==> config.mk <==
export PLATFORM = sky130hd
export DESIGN_NAME = rau_div
export DESIGN_NICKNAME = d
export VERILOG_FILES = /design/src/design/rau_div.sv
export SDC_FILE = /design/constraint.sdc
export NUM_CORES = 1
export LEC_CHECK = 0
export ABC_AREA = 1
export BUFFER_PORTS_ARGS = -buffer_cell sky130_fd_sc_hd__buf_2
export CAP_MARGIN = 0
export CELL_PAD_IN_SITES_DETAIL_PLACEMENT = 1
export CELL_PAD_IN_SITES_GLOBAL_PLACEMENT = 2
export CORE_MARGIN = 2
export CORE_UTILIZATION = 35
export DETAILED_ROUTE_END_ITERATION = 8
export GPL_ROUTABILITY_DRIVEN = 0
export PLACE_DENSITY = 0.95
export SLEW_MARGIN = 40
export SYNTH_ARGS = -nofsm -noshare
export SYNTH_HDL_FRONTEND = slang
export SYNTH_SLANG_ARGS = --single-unit
==> constraint.sdc <==
create_clock -name clk_i -period 3.4 [get_ports clk_i]
set_clock_uncertainty 0.15 [all_clocks]
set_input_delay 0.17 -clock clk_i [delete_from_list [all_inputs] [get_ports clk_i]]
set_output_delay 0.17 -clock clk_i [all_outputs]
set_load 0.01 [all_outputs]
==> src/design/rau_div.sv <==
// ----------------------------------------------------------------------------
// rau_div
// Restoring unsigned divider, one quotient bit per cycle.
// ----------------------------------------------------------------------------
module rau_div #(
  parameter int Width = 32
) (
  input  logic             clk_i,
  input  logic             rst_ni,
  input  logic             start_i,
  input  logic [Width-1:0] dividend_i,
  input  logic [Width-1:0] divisor_i,
  output logic             done_o,
  output logic [Width-1:0] quotient_o
);
  localparam int CW = $clog2(Width);

  logic             busy_q, done_q;
  logic [CW-1:0]    cnt_q;
  logic [Width:0]   rem_q, rem_sh;
  logic [Width-1:0] quo_q, dvs_q;
  logic             fits;

  assign rem_sh = {rem_q[Width-1:0], quo_q[Width-1]};
  assign fits   = rem_sh >= {1'b0, dvs_q};

  always_ff @(posedge clk_i or negedge rst_ni) begin
    if (!rst_ni) begin
      busy_q <= 1'b0;
      done_q <= 1'b0;
      cnt_q  <= '0;
    end else begin
      done_q <= 1'b0;
      if (start_i) begin
        busy_q <= 1'b1;
        cnt_q  <= '0;
      end else if (busy_q) begin
        cnt_q <= cnt_q + CW'(1);
        if (cnt_q == CW'(Width - 1)) begin
          busy_q <= 1'b0;
          done_q <= 1'b1;
        end
      end
    end
  end

  always_ff @(posedge clk_i) begin
    if (start_i) begin
      rem_q <= '0;
      quo_q <= dividend_i;
      dvs_q <= divisor_i;
    end else if (busy_q) begin
      rem_q <= fits ? (rem_sh - {1'b0, dvs_q}) : rem_sh;
      quo_q <= {quo_q[Width-2:0], fits};
    end
  end

  assign done_o     = done_q;
  assign quotient_o = quo_q;

endmodule

# After elaboration in Yosys (flattened, before gate mapping)
# Index checks and enable logic that the tools add are counted.
[op_classes]
addsub = 2
magnitude_cmp = 1
eq_ne = 1
n_mux = 11
n_reduce_logical = 1
[ops]
columns = ["cell", "count"]
rows = [
  ["32-bit two-way mux", 3],
  ["33-bit by 32-bit >= comparator with 1-bit output", 1],
  ["32-bit subtractor", 1],
  ["5-bit two-way mux", 2],
  ["1-bit two-way mux", 6],
  ["5-bit by 1-bit adder with 5-bit output, second input constant", 1],
  ["5-bit equality test, second input constant", 1],
  ["2-bit nonzero test", 1],
]
[word_totals]
reg_bits = 103
output_inout_bits = 33
word_cells = 22

# Longest topological paths before layout
[logic_depth]
depth_word = 4
ltp_mapped = 17

# Worst setup path after synthesis
# No wires, ideal clock.
[synth_timing]
path_kind = "input to register"
startpoint = "input port start_i"
endpoint = "register quo_q[0], in the netlist quotient_o[0], enable pin"
setup_time_ns = 0.409
arrival_time_ns = 1.766
path_slack_ns = 1.075
cell_stages = 4
n_path_buf = 2
path_cell_list = "clkbuf_1 -> nor2_1 -> inv_1 -> buf_1"
[synth_via]
elab_chain_cells = 1
[synth_lines]
columns = ["item", "line", "rtl"]
rows = [
  ["start, declared", "10", "input logic start_i,"],
  ["2-bit nonzero test (no source line)", "-", ""],
  ["end signal, assigned", "50", "quo_q <= dividend_i;"],
  ["end signal, assigned", "54", "quo_q <= {quo_q[Width-2:0], fits};"],
  ["end, declared", "21", "logic [Width-1:0] quo_q, dvs_q;"],
]
# Every way passes these cells.
# A chain may end at the register's enable or synchronous reset.

# Final worst setup path
[layout_timing]
startpoint = "register dvs_q[23]"
endpoint = "register rem_q[28]"
[layout_via]
elab_chain_cells = 2
elab_cells_between_ends = 3
cone_classes = "add/sub (1); order compare (1); mux (1)"
[layout_lines]
columns = ["item", "line", "rtl"]
rows = [
  ["start, declared", "21", ""],
  ["start signal, assigned", "51", "dvs_q <= divisor_i;"],
  ["32-bit subtractor / 33-bit by 32-bit >= comparator with 1-bit output (equally long branches)", "53, 25", ""],
  ["32-bit two-way mux *", "53", "rem_q <= fits ? (rem_sh - {1'b0, dvs_q}) : rem_sh;"],
  ["end signal, assigned", "53", ""],
  ["end, declared", "20", "logic [Width:0] rem_q, rem_sh;"],
]
# Mark *: on every way between the ends. The rest lies on a longest branch, timed or not.

==> out/metrics.csv <==
metric;value;unit
status;finished clean;
router iterations before antenna repair;4;
worst-path cell chain;inv_1 -> ha_1 -> nand2_2 -> inv_1 -> a21oi_2 -> nand2_1 -> nand2_1 -> nand2_1 -> nor2_4 -> buf_4 -> nand3_1 -> nand2_1 -> inv_1 -> nand2_1 -> nand2_1;
die extent in x;144;um
final critical-path required period;2.72;ns
area of the mapped netlist;6830;um^2
core box area;19300;um^2
Nets;1252;
largest net degree at the start of global routing;47;
DRT iter0 DRCs;245;
RSZ-0062 raised after global routing;false;
WHS;0.0258;ns
count of nets left with antenna violations after detail routing;0;
fraction of layout cells with a size suffix above 1;0.121;
number of maximum-capacitance violations;0;
maximum cell stage delay along the critical path;0.40;ns
TritonCTS clock tree;yes;
dominant cell type by count on the critical path;nand2_1;
family with the most delay on the worst path;simple AND/OR/NAND/NOR gates;
commonest cells after routing, fill and taps aside;nand2_1, inv_1, buf_2;
wire length on met1;9.75;mm
Final Core Density;0.445;
path type of the worst min-delay path;input port to register;
area enclosed by the die boundary;20600;um^2
WL/cell;15.0;um
Seq/Total Area, Yosys;0.401;
average via count per standard cell;4.68;
type of element capturing the critical path;register;
root buf cell;clkbuf_16;
CP Launch Type;register;
P&R area growth vs syn;25.5;%
Max Transition Viols Final;0;
total clock sinks;103;
antenna diode count;0;
Skew-Pair Late Insertion Delay;0.38;ns
Num CTS Buffers;9;
measured slew at the worst slew-check pin;0.668;ns
category of the most critical setup path;register to register;
largest fanout of any net on the critical path;25;
number of H-tree branching levels;3;
synthesized instance count;989;
cell row count;51;
top achievable clock speed;0.367;GHz
final critical-path share of the clock period;0.801;
Residual DRC;0;
detailed route wirelength on metal2;10.5;mm
global-route wire length before repair;35.1;mm
count of pins on the block boundary;100;
Remaining Overflow, GRT;0;
data arrival time of the worst path;2.84;ns
LEAKAGE;0.00460;uW
setup TNS;0;ns
final setup fails;0;
Slowest-stage cell, CP;buf_4;
number of buffers and inverters on the critical path;4;
effective utilization at floorplan;0.354;
Max Root-Sink Buffers;2;
highest metal layer with signal wires;met4;
initial antenna violation count;0;
vias in the first global route;7010;
Vert. Die Dim;144;um
clock-pin slew on the worst setup and hold paths;0.09;ns
overall global routing resource usage;0.218;
Slew HR;0.555;
synthesized flop and latch total;103;
final WL;21.4;mm
total of buffers placed on input and output ports;99;
# Post-CTS Setup Buffers;0;
via count;6640;
data required time at the worst endpoint;3.52;ns
total number of yosys warnings;0;
power density cells;612;nW/um^2
leading cell type in the layout, fill and taps excluded;nand2_1;
Peak supply drop;0.000290;V
hold violation total from the final report;0;
net count of the mapped netlist;1091;
distinct cell type count after synthesis;37;
DPL Wire Length;15.4;mm
detailed route wirelength on metal3;808;um
Mapped Avg Cell Area;6.90;um^2
[registers in the layout, summed over array words and instances (netlist names)]
register	flops
dvs_q	32
done_o	1
rem_q	32
cnt_q	5
quotient_o	32
busy_q	1
[kinds of logic after synthesis]
kind of cell / Yosys count / synth area share
fa+ha+maj: 35 / 0.0652
flops: 103 / 0.401
compound gates: 46 / 0.0370
buf+inv: 210 / 0.122
simple gates: 581 / 0.357
xor+xnor: 14 / 0.0180
[layout make-up]
cell class / count / area, um^2
fillers: 2531 / 10700
multi-input cells: 676 / 3260
flip-flops and latches: 103 / 2740
repair buffers: 172 / 1240
inverters: 188 / 706
well taps: 265 / 332
clock buffers: 10 / 229
clock inverters: 6 / 60.1
[stage by stage]
step | cells | worst slack, ns | instance area, um^2 | power [uW]
floorplan | 989 | 1.08 | 6830 | 3500
global placement | 1338 | 0.793 | 7600 | 4060
detailed placement | 1339 | 0.704 | 7630 | 4120
CTS | 1420 | 0.685 | 8570 | 5290
global route | 1420 | 0.448 | 8570 | 5700
finish | 1420 | 0.677 | 8570 | 5250
[synth_stat cells (all sizes together)]
library cell,instances,area share
nand2,415,0.23
inv,187,0.10
nand3,82,0.062
edfxtp,64,0.28
nor2,49,0.031
ha,34,0.062
dfxtp,32,0.094
a21oi,21,0.016
o21ai,17,0.012
buf,13,0.014
nand3b,13,0.014
xnor2,13,0.017
clkbuf,9,0.0049
nor3,9,0.0073
nand4,8,0.0073
dfrtp,7,0.026
and2,3,0.0027
o21bai,3,0.0033
a31oi,2,0.0018
nor4,2,0.0018
o21a,2,0.0022
a22o,1,0.0013
clkinv,1,0.00055
fa,1,0.0029
xor2,1,0.0013
[worst min-delay path, stage by stage]
cell     delay [ns]
buf_2          0.08
nor2_1         0.04
a31oi_1        0.14
[path summary, 6_finish.rpt]
kind                               start             to  slack (ns)  cells after the start
setup / recovery               dvs_q[23]      rem_q[28]        0.68                     15
min in group asynchronous         rst_ni         done_o        0.60                      3
hold reg to reg                rem_q[22]      rem_q[22]        0.33                      2
setup reg to reg               dvs_q[23]      rem_q[28]        0.68                     15
max in group asynchronous         rst_ni       cnt_q[3]        2.25                      3
hold / removal             dividend_i[0]  quotient_o[0]        0.03                      3
[per-layer routing]
metal / vias to the layer above / GRT usage
li1: 3371 / -
met1: 3118 / 0.267
met2: 135 / 0.389
met3: 16 / 0.0410
met4: 0 / 0.0635
met5: - / 0
[where the power goes]
| part | internal (uW) | switching [uW] | leakage [uW] |
|---|---|---|---|
| logic | 909 | 1580 | 0.00344 |
| registers | 1540 | 135 | 0.00102 |
| clock network | 522 | 558 | 0.000144 |
| total | 2970 | 2270 | 0.00460 |
[timing repair]
action                                 in CTS  in global routing
endpoints found under the hold margin      70                  0
hold buffers                               65                  0
resized for setup                           0                  0
No activity file was read; power rests on OpenSTA's default activity.
