**config.mk**
```make
export PLATFORM = sky130hd
export DESIGN_NAME = rau_gcd
export DESIGN_NICKNAME = d
export VERILOG_FILES = /design/src/design/rau_pkg.sv /design/src/design/rau_gcd.sv
export SDC_FILE = /design/constraint.sdc
export NUM_CORES = 1
export LEC_CHECK = 0
export BUFFER_PORTS_ARGS = -buffer_cell sky130_fd_sc_hd__buf_4
export CORE_AREA = 4 4 98 147
export CTS_CLUSTER_DIAMETER = 80
export CTS_CLUSTER_SIZE = 8
export DETAILED_ROUTE_END_ITERATION = 8
export DIE_AREA = 0 0 102 151
export PLACE_DENSITY = 0.91
export SLEW_MARGIN = 20
export SYNTH_ARGS = -nofsm -noshare
export SYNTH_HDL_FRONTEND = slang
export SYNTH_SLANG_ARGS = --single-unit
```
**constraint.sdc**
```tcl
create_clock -name clk_i -period 5.4 [get_ports clk_i]
set_clock_uncertainty 0.15 [all_clocks]
set_input_delay 1.08 -clock clk_i [delete_from_list [all_inputs] [get_ports clk_i]]
set_output_delay 1.08 -clock clk_i [all_outputs]
set_load 0.005 [all_outputs]
```
**src/design/rau_pkg.sv**
```systemverilog
// ----------------------------------------------------------------------------
// rau_pkg
// Shared types and constants of the rational arithmetic unit.
// ----------------------------------------------------------------------------
package rau_pkg;

  localparam int NumW = 34;
  localparam int DenW = 33;
  localparam int CmpW = 2;

  typedef enum logic [3:0] {
    OP_REDUCE = 4'd0,
    OP_ADD    = 4'd1,
    OP_SUB    = 4'd2,
    OP_MUL    = 4'd3,
    OP_DIV    = 4'd4,
    OP_CMP    = 4'd5,
    OP_MAX    = 4'd6,
    OP_NEG    = 4'd7,
    OP_RECIP  = 4'd8
  } op_e;

  localparam logic [CmpW-1:0] CMP_LT = 2'd0;
  localparam logic [CmpW-1:0] CMP_EQ = 2'd1;
  localparam logic [CmpW-1:0] CMP_GT = 2'd2;

  typedef enum logic [3:0] {
    S_IDLE,
    S_MUL,
    S_COMB,
    S_GCD_GO,
    S_GCD_WAIT,
    S_DIVN_GO,
    S_DIVN_WAIT,
    S_DIVD_GO,
    S_DIVD_WAIT,
    S_OUT
  } state_e;

  typedef enum logic [1:0] {
    G_IDLE,
    G_RUN,
    G_FIX
  } gcd_phase_e;

  // Start strobes from the sequencer to the shared units.
  typedef struct packed {
    logic gcd_start;
    logic div_start;
  } unit_ctrl_t;

endpackage

```
**src/design/rau_gcd.sv**
```systemverilog
// ----------------------------------------------------------------------------
// rau_gcd
// Binary gcd: one shift or one subtract per cycle, then restores the
// common power of two one bit per cycle.
// ----------------------------------------------------------------------------
module rau_gcd import rau_pkg::*; #(
  parameter int Width = 32
) (
  input  logic             clk_i,
  input  logic             rst_ni,
  input  logic             start_i,
  input  logic [Width-1:0] x_i,
  input  logic [Width-1:0] y_i,
  output logic             done_o,
  output logic [Width-1:0] g_o
);
  localparam int KW = $clog2(Width);

  gcd_phase_e       phase_q, phase_d;
  logic [Width-1:0] u_q, u_d, v_q, v_d;
  logic [KW-1:0]    k_q, k_d;

  always_comb begin
    phase_d = phase_q;
    u_d     = u_q;
    v_d     = v_q;
    k_d     = k_q;
    unique case (phase_q)
      G_IDLE: begin
        if (start_i) begin
          u_d     = x_i;
          v_d     = y_i;
          k_d     = '0;
          phase_d = G_RUN;
        end
      end
      G_RUN: begin
        if (u_q == '0) begin
          phase_d = G_FIX;
        end else if (!u_q[0] && !v_q[0]) begin
          u_d = u_q >> 1;
          v_d = v_q >> 1;
          k_d = k_q + KW'(1);
        end else if (!u_q[0]) begin
          u_d = u_q >> 1;
        end else if (!v_q[0]) begin
          v_d = v_q >> 1;
        end else if (u_q >= v_q) begin
          u_d = u_q - v_q;
        end else begin
          v_d = v_q - u_q;
        end
      end
      G_FIX: begin
        if (k_q == '0) begin
          phase_d = G_IDLE;
        end else begin
          v_d = v_q << 1;
          k_d = k_q - KW'(1);
        end
      end
      default: phase_d = G_IDLE;
    endcase
  end

  always_ff @(posedge clk_i or negedge rst_ni) begin
    if (!rst_ni) begin
      phase_q <= G_IDLE;
    end else begin
      phase_q <= phase_d;
    end
  end

  always_ff @(posedge clk_i) begin
    u_q <= u_d;
    v_q <= v_d;
    k_q <= k_d;
  end

  assign done_o = (phase_q == G_FIX) && (k_q == '0);
  assign g_o    = v_q;

endmodule

```
== Yosys cells after proc, flatten, opt, wreduce, memory -nomap -nowiden ==
Index checks and enable logic that the tools add are counted.
Cells by class
  equality and inequality tests: 12
  reductions and logical operators: 15
  $add $sub $neg: 4
  $lt $le $gt $ge: 1
  muxes and demuxes: 24
Operator list (count)
  $mux W32: 13
  $pmux W32 S3: 1
  $pmux W32 S2: 1
  $sub A32 B32 Y32: 2
  $ge A32 B32 Y1: 1
  $logic_not A32 Y1: 1
  $mux W5: 4
  $pmux W5 S3: 1
  $reduce_and A5 Y1: 3
  $ne A2 B2 Y1 const B: 6
  $ne A4 B4 Y1 const B: 3
  $mux W2: 3
  $pmux W2 S3: 1
  $reduce_and A3 Y1: 2
  $reduce_and A6 Y1: 1
  $add A5 B1 Y5 const B: 1
  $logic_not A5 Y1: 1
  $sub A5 B1 Y5 const B: 1
  $ne A3 B3 Y1 const B: 1
  $reduce_bool A3 Y1: 1
  $eq A2 B1 Y1 const B: 1
  $eq A2 B2 Y1 const B: 1
  $logic_and A1 B1 Y1: 2
  $logic_not A1 Y1: 2
  2 further kinds: 2
Storage, ports and cells
  word-level logic and storage cells: 62
  register bits: 71
  output and inout bits: 33

== Logic depth before layout (Yosys ltp) ==
  depth after elaboration: 7
  depth in mapped cells: 12

== Least setup slack after synthesis ==
No wires, ideal clock.
  path type: register to register
  start: register v_q[0] (netlist: g_o[0])
  end: register u_q[10] (enable)
  clock period less this slack: 3.384 ns
  slack: 2.016 ns
  path buffers: 0
  required time: 4.857 ns
  data arrival time: 2.841 ns
  stages on the path, launching flop included: 10
  cells stage by stage: edfxtp_1 > ha_1 > fa_1 > nand2b_1 > a21oi_1 > o21ai_0 > a31oi_1 > nor4_1 > a21oi_1 > o31a_1
Between the ends
  longest elaborated chain between the ends: 4
  elaborated cells on any way between the ends: 6
RTL lines
  start: declaration: RTL line rau_gcd.sv:20  | logic [Width-1:0] u_q, u_d, v_q, v_d;
  start signal: assignment: RTL line rau_gcd.sv:76  | v_q <= v_d;
  branches (longest 3 deep; another with $ge A32 B32 Y1)
  $reduce_and A5 Y1 (no line) *
  end signal: assignment: RTL line rau_gcd.sv:75  | u_q <= u_d;
  end: declaration: RTL line rau_gcd.sv:20
Every way passes the cells marked *.
A chain may end at the register's enable or synchronous reset.

== Final worst setup path ==
  start: register u_q[0]
  end: register u_q[30], data pin
Between the ends
  longest elaborated chain between the ends: 7
  elaborated cells on any way between the ends: 9
RTL lines
  $sub A32 B32 Y32: RTL line rau_gcd.sv:49  | u_d = u_q - v_q;
  $mux W32: RTL line rau_gcd.sv:48  | end else if (u_q >= v_q) begin
  $mux W32: RTL line rau_gcd.sv:46  | end else if (!v_q[0]) begin
  $mux W32: RTL line rau_gcd.sv:44  | end else if (!u_q[0]) begin
  $mux W32 *: RTL line rau_gcd.sv:40  | end else if (!u_q[0] && !v_q[0]) begin
  $mux W32 *: RTL line rau_gcd.sv:38  | if (u_q == '0) begin
  $pmux W32 S2 *: RTL line rau_gcd.sv:28  | unique case (phase_q)
  via u_d[30]: RTL line rau_gcd.sv:20
The timed path passes the listed nets; every way through them passes the cells marked *. The select of a mux whose other input is x is not followed.

==> reports/results.ini <==
[pwr]
p_leak_uw = 0.003945
ir_drop_uv = 147.6
powerDensity_nw_per_um2 = 149.2

[detailed_routing]
wl_met3_mm = 1.407
drt_wl_total_mm = 24.83
vias = 7585
viasPerCell = 6.544
drt_iter0_drc = 625
dr.pass1.iters = 7
wl_met1_mm = 8.334
wl_per_cell_um = 21.42
remaining_drc_errors = 3
antenna_left = 0
top_layer = met4
wl_met2_mm = 13.10

[yosys]
syn-num-nets = 1077
synth_ff_type = edfxtp_1
synth_edf_count = 69
synth-seq-cells = 71
syn_area_um2 = 7737
yosys-top-cells-area = edfxtp_1 27%, ha_1 12%, a21oi_1 5.3%
async_flop_share = 0.02817
synth_top_area_frac = 0.2678
yosys.area.top_type = edfxtp_1
yosysWarnings = 0
synth.most_common_cell = nor2_1
yosysSeqAreaShare = 0.2743
ys_types = 81
avgSynthCellArea_um2 = 8.284
syn-instance-count = 934
netlist_top_cells_count = 103 x nor2_1, 87 x inv_1, 82 x a21oi_1

[cts]
cts_tree = yes
cts_hold_buf = 0
clockBufferDepth = 2
cts_max_level = 3
cts-root-buf = clkbuf_16
cts_buffers = 9
clk_transition_reported_paths_ns = 0.06
post-cts-setup-buffer-count = 0
clk_latency_ns = 0.35
clock-sinks = 71
post_cts_resized = 0

[timing]
period_needed_ns = 3.906
rsz0062_at_grt = false
slew_headroom = 0.3554
worst_slew_pin_slew_ns = 0.9659
max_freq_mhz = 256.0
holdWs_ns = 0.3574
setup-tns-final_ns = 0
fin_crit_sh = 0.7233
hold_viol_final = 0
setup_viol = 0
finalMaxSlewViolations = 0

[die]
io_pins = 100
design.die.area_um2 = 15400
num_rows = 52
dieWidth_um = 102
initial_core_util = 0.5830
coreArea_um2 = 13270
fp.dieH_um = 151

[worst_setup_path]
cp_max_fo = 15
critPathRequiredTime_ns = 5.42
crit_path_end_kind = flip-flop
path_class = flip-flop to flip-flop
cp-start-kind = flip-flop
critPathArrivalTime_ns = 3.93

[placed_design]
place_hpwl_mm = 19.03
place_congestion = 1.001
io_buffers = 99

[global_routing]
gr-usage-all-layers = 0.3250
grt_pass1_vias = 7530
grt_max_degree = 57
antenna_found_initial = 0
grt-ovfl-total = 0
grt_pass1_wl_mm = 38.35

[final_layout]
seq_area_um2 = 2122
multi_input_area_um2 = 4945
fin_nets = 1135
antennaDiodeCount = 0
drive_gt1_frac = 0.1565
synthToLayoutAreaGrowth_pct = 12.61
fill_cells = 1165

[flow_run]
max_cap_violations = 0

[run_status]
outcome = finished, violations left
violations = design-rule violations

[min_path]
hold_path_class = input port to async pin

final timing paths:
kind | from | end | slack [ns] | cells past startpoint
min in group clk_i | phase_q[1] | phase_q[1] | 0.44 | 2
worst max register to register | u_q[0] | u_q[30] | 1.49 | 12
worst min register to register | phase_q[1] | phase_q[1] | 0.44 | 2
worst min-delay path | rst_ni | phase_q[1] | 0.36 | 1
worst max-delay path | u_q[0] | u_q[30] | 1.49 | 12
max in group asynchronous | rst_ni | phase_q[0] | 4.66 | 1
per-layer routing:
| metal | GRT usage | vias to the layer above |
|---|---|---|
| met5 | 0 | - |
| met4 | 0.2370 | 0 |
| met3 | 0.04885 | 123 |
| met2 | 0.5895 | 382 |
| met1 | 0.3291 | 3582 |
| li1 | - | 3498 |
area by class of cell:
class                           count  share of cell area
Inverter                           87             0.03748
Timing Repair Buffer              106             0.09133
Sequential cell                    71              0.2435
Clock inverter                      7             0.01106
Tap cell                          162             0.02326
Clock buffer                        9             0.02585
Multi-Input combinational cell    717              0.5675
stage by stage:
| step | cells | setup slack (ns) | util | cell area, um2 | total power, uW |
|---|---|---|---|---|---|
| 6_report | 1159 | 1.494 | 0.6565 | 8713 | 1300 |
| 5_1_grt | 1159 | 1.181 | 0.6565 | 8713 | 1332 |
| 4_1_cts | 1159 | 1.584 | 0.6563 | 8711 | 1302 |
| 3_5_place_dp | 1143 | 1.637 | 0.6321 | 8389 | 644.6 |
| 3_3_place_gp | 1143 | 1.785 | 0.6321 | 8389 | 644.1 |
| 2_1_floorplan | 934 | 2.016 | - | 7737 | 607.5 |
worst max-delay path: stages (launching register included):
cell and delay (ns):
edfxtp_1 0.48, inv_1 0.12, ha_1 0.22, fa_1 0.38, nand2b_1 0.19, a21oi_1 0.28, o21ai_0 0.17, a31oi_1 0.23
nor4_1 0.12, nor3_2 0.63, buf_4 0.33, nand2_1 0.17, o221ai_1 0.25
state kept, by name, indices dropped and copies added, names as in the netlist:
signal and flops:
g_o 32, k_q 5, phase_q 2, u_q 32
cell usage in the layout, fill, tap and decap left out, types with 5 or more instances in the layout:
cell / n
a21o_1: 30
a21oi_1: 82
a221oi_1: 32
a22oi_1: 23
a311oi_2: 9
a31oi_1: 11
and2_1: 9
buf_4: 106
clkbuf_16: 9
edfxtp_1: 69
ha_1: 71
inv_1: 87
nand2_1: 73
nand2b_1: 5
nand3_1: 12
nand4_1: 13
nor2_1: 103
nor2b_1: 6
nor4_1: 10
o21a_1: 7
o21ai_0: 59
o21ai_1: 11
o31ai_1: 5
xnor2_1: 34
xor2_1: 26
kinds of logic (layout without fill, tap and decap cells):
group,after synthesis,after routing,synth area share
flip-flops,71,71,0.2743
AND/OR/NAND/NOR,263,263,0.1630
XOR/XNOR,60,60,0.06792
AO/OA/AOI/OAI,316,316,0.2786
adder cells (fa/ha/maj),76,76,0.1258
buffers and inverters,146,209,0.08765
multiplexers,2,2,0.002749
power breakdown:
group / switching (uW) / internal (uW) / leakage, uW / total [uW]
clock: 262 / 406 / 0.000150 / 668
combinational: 7.53 / 30.2 / 0.00307 / 37.7
sequential: 0 / 595 / 0.000729 / 595
Power figures use the tool's default switching activity.
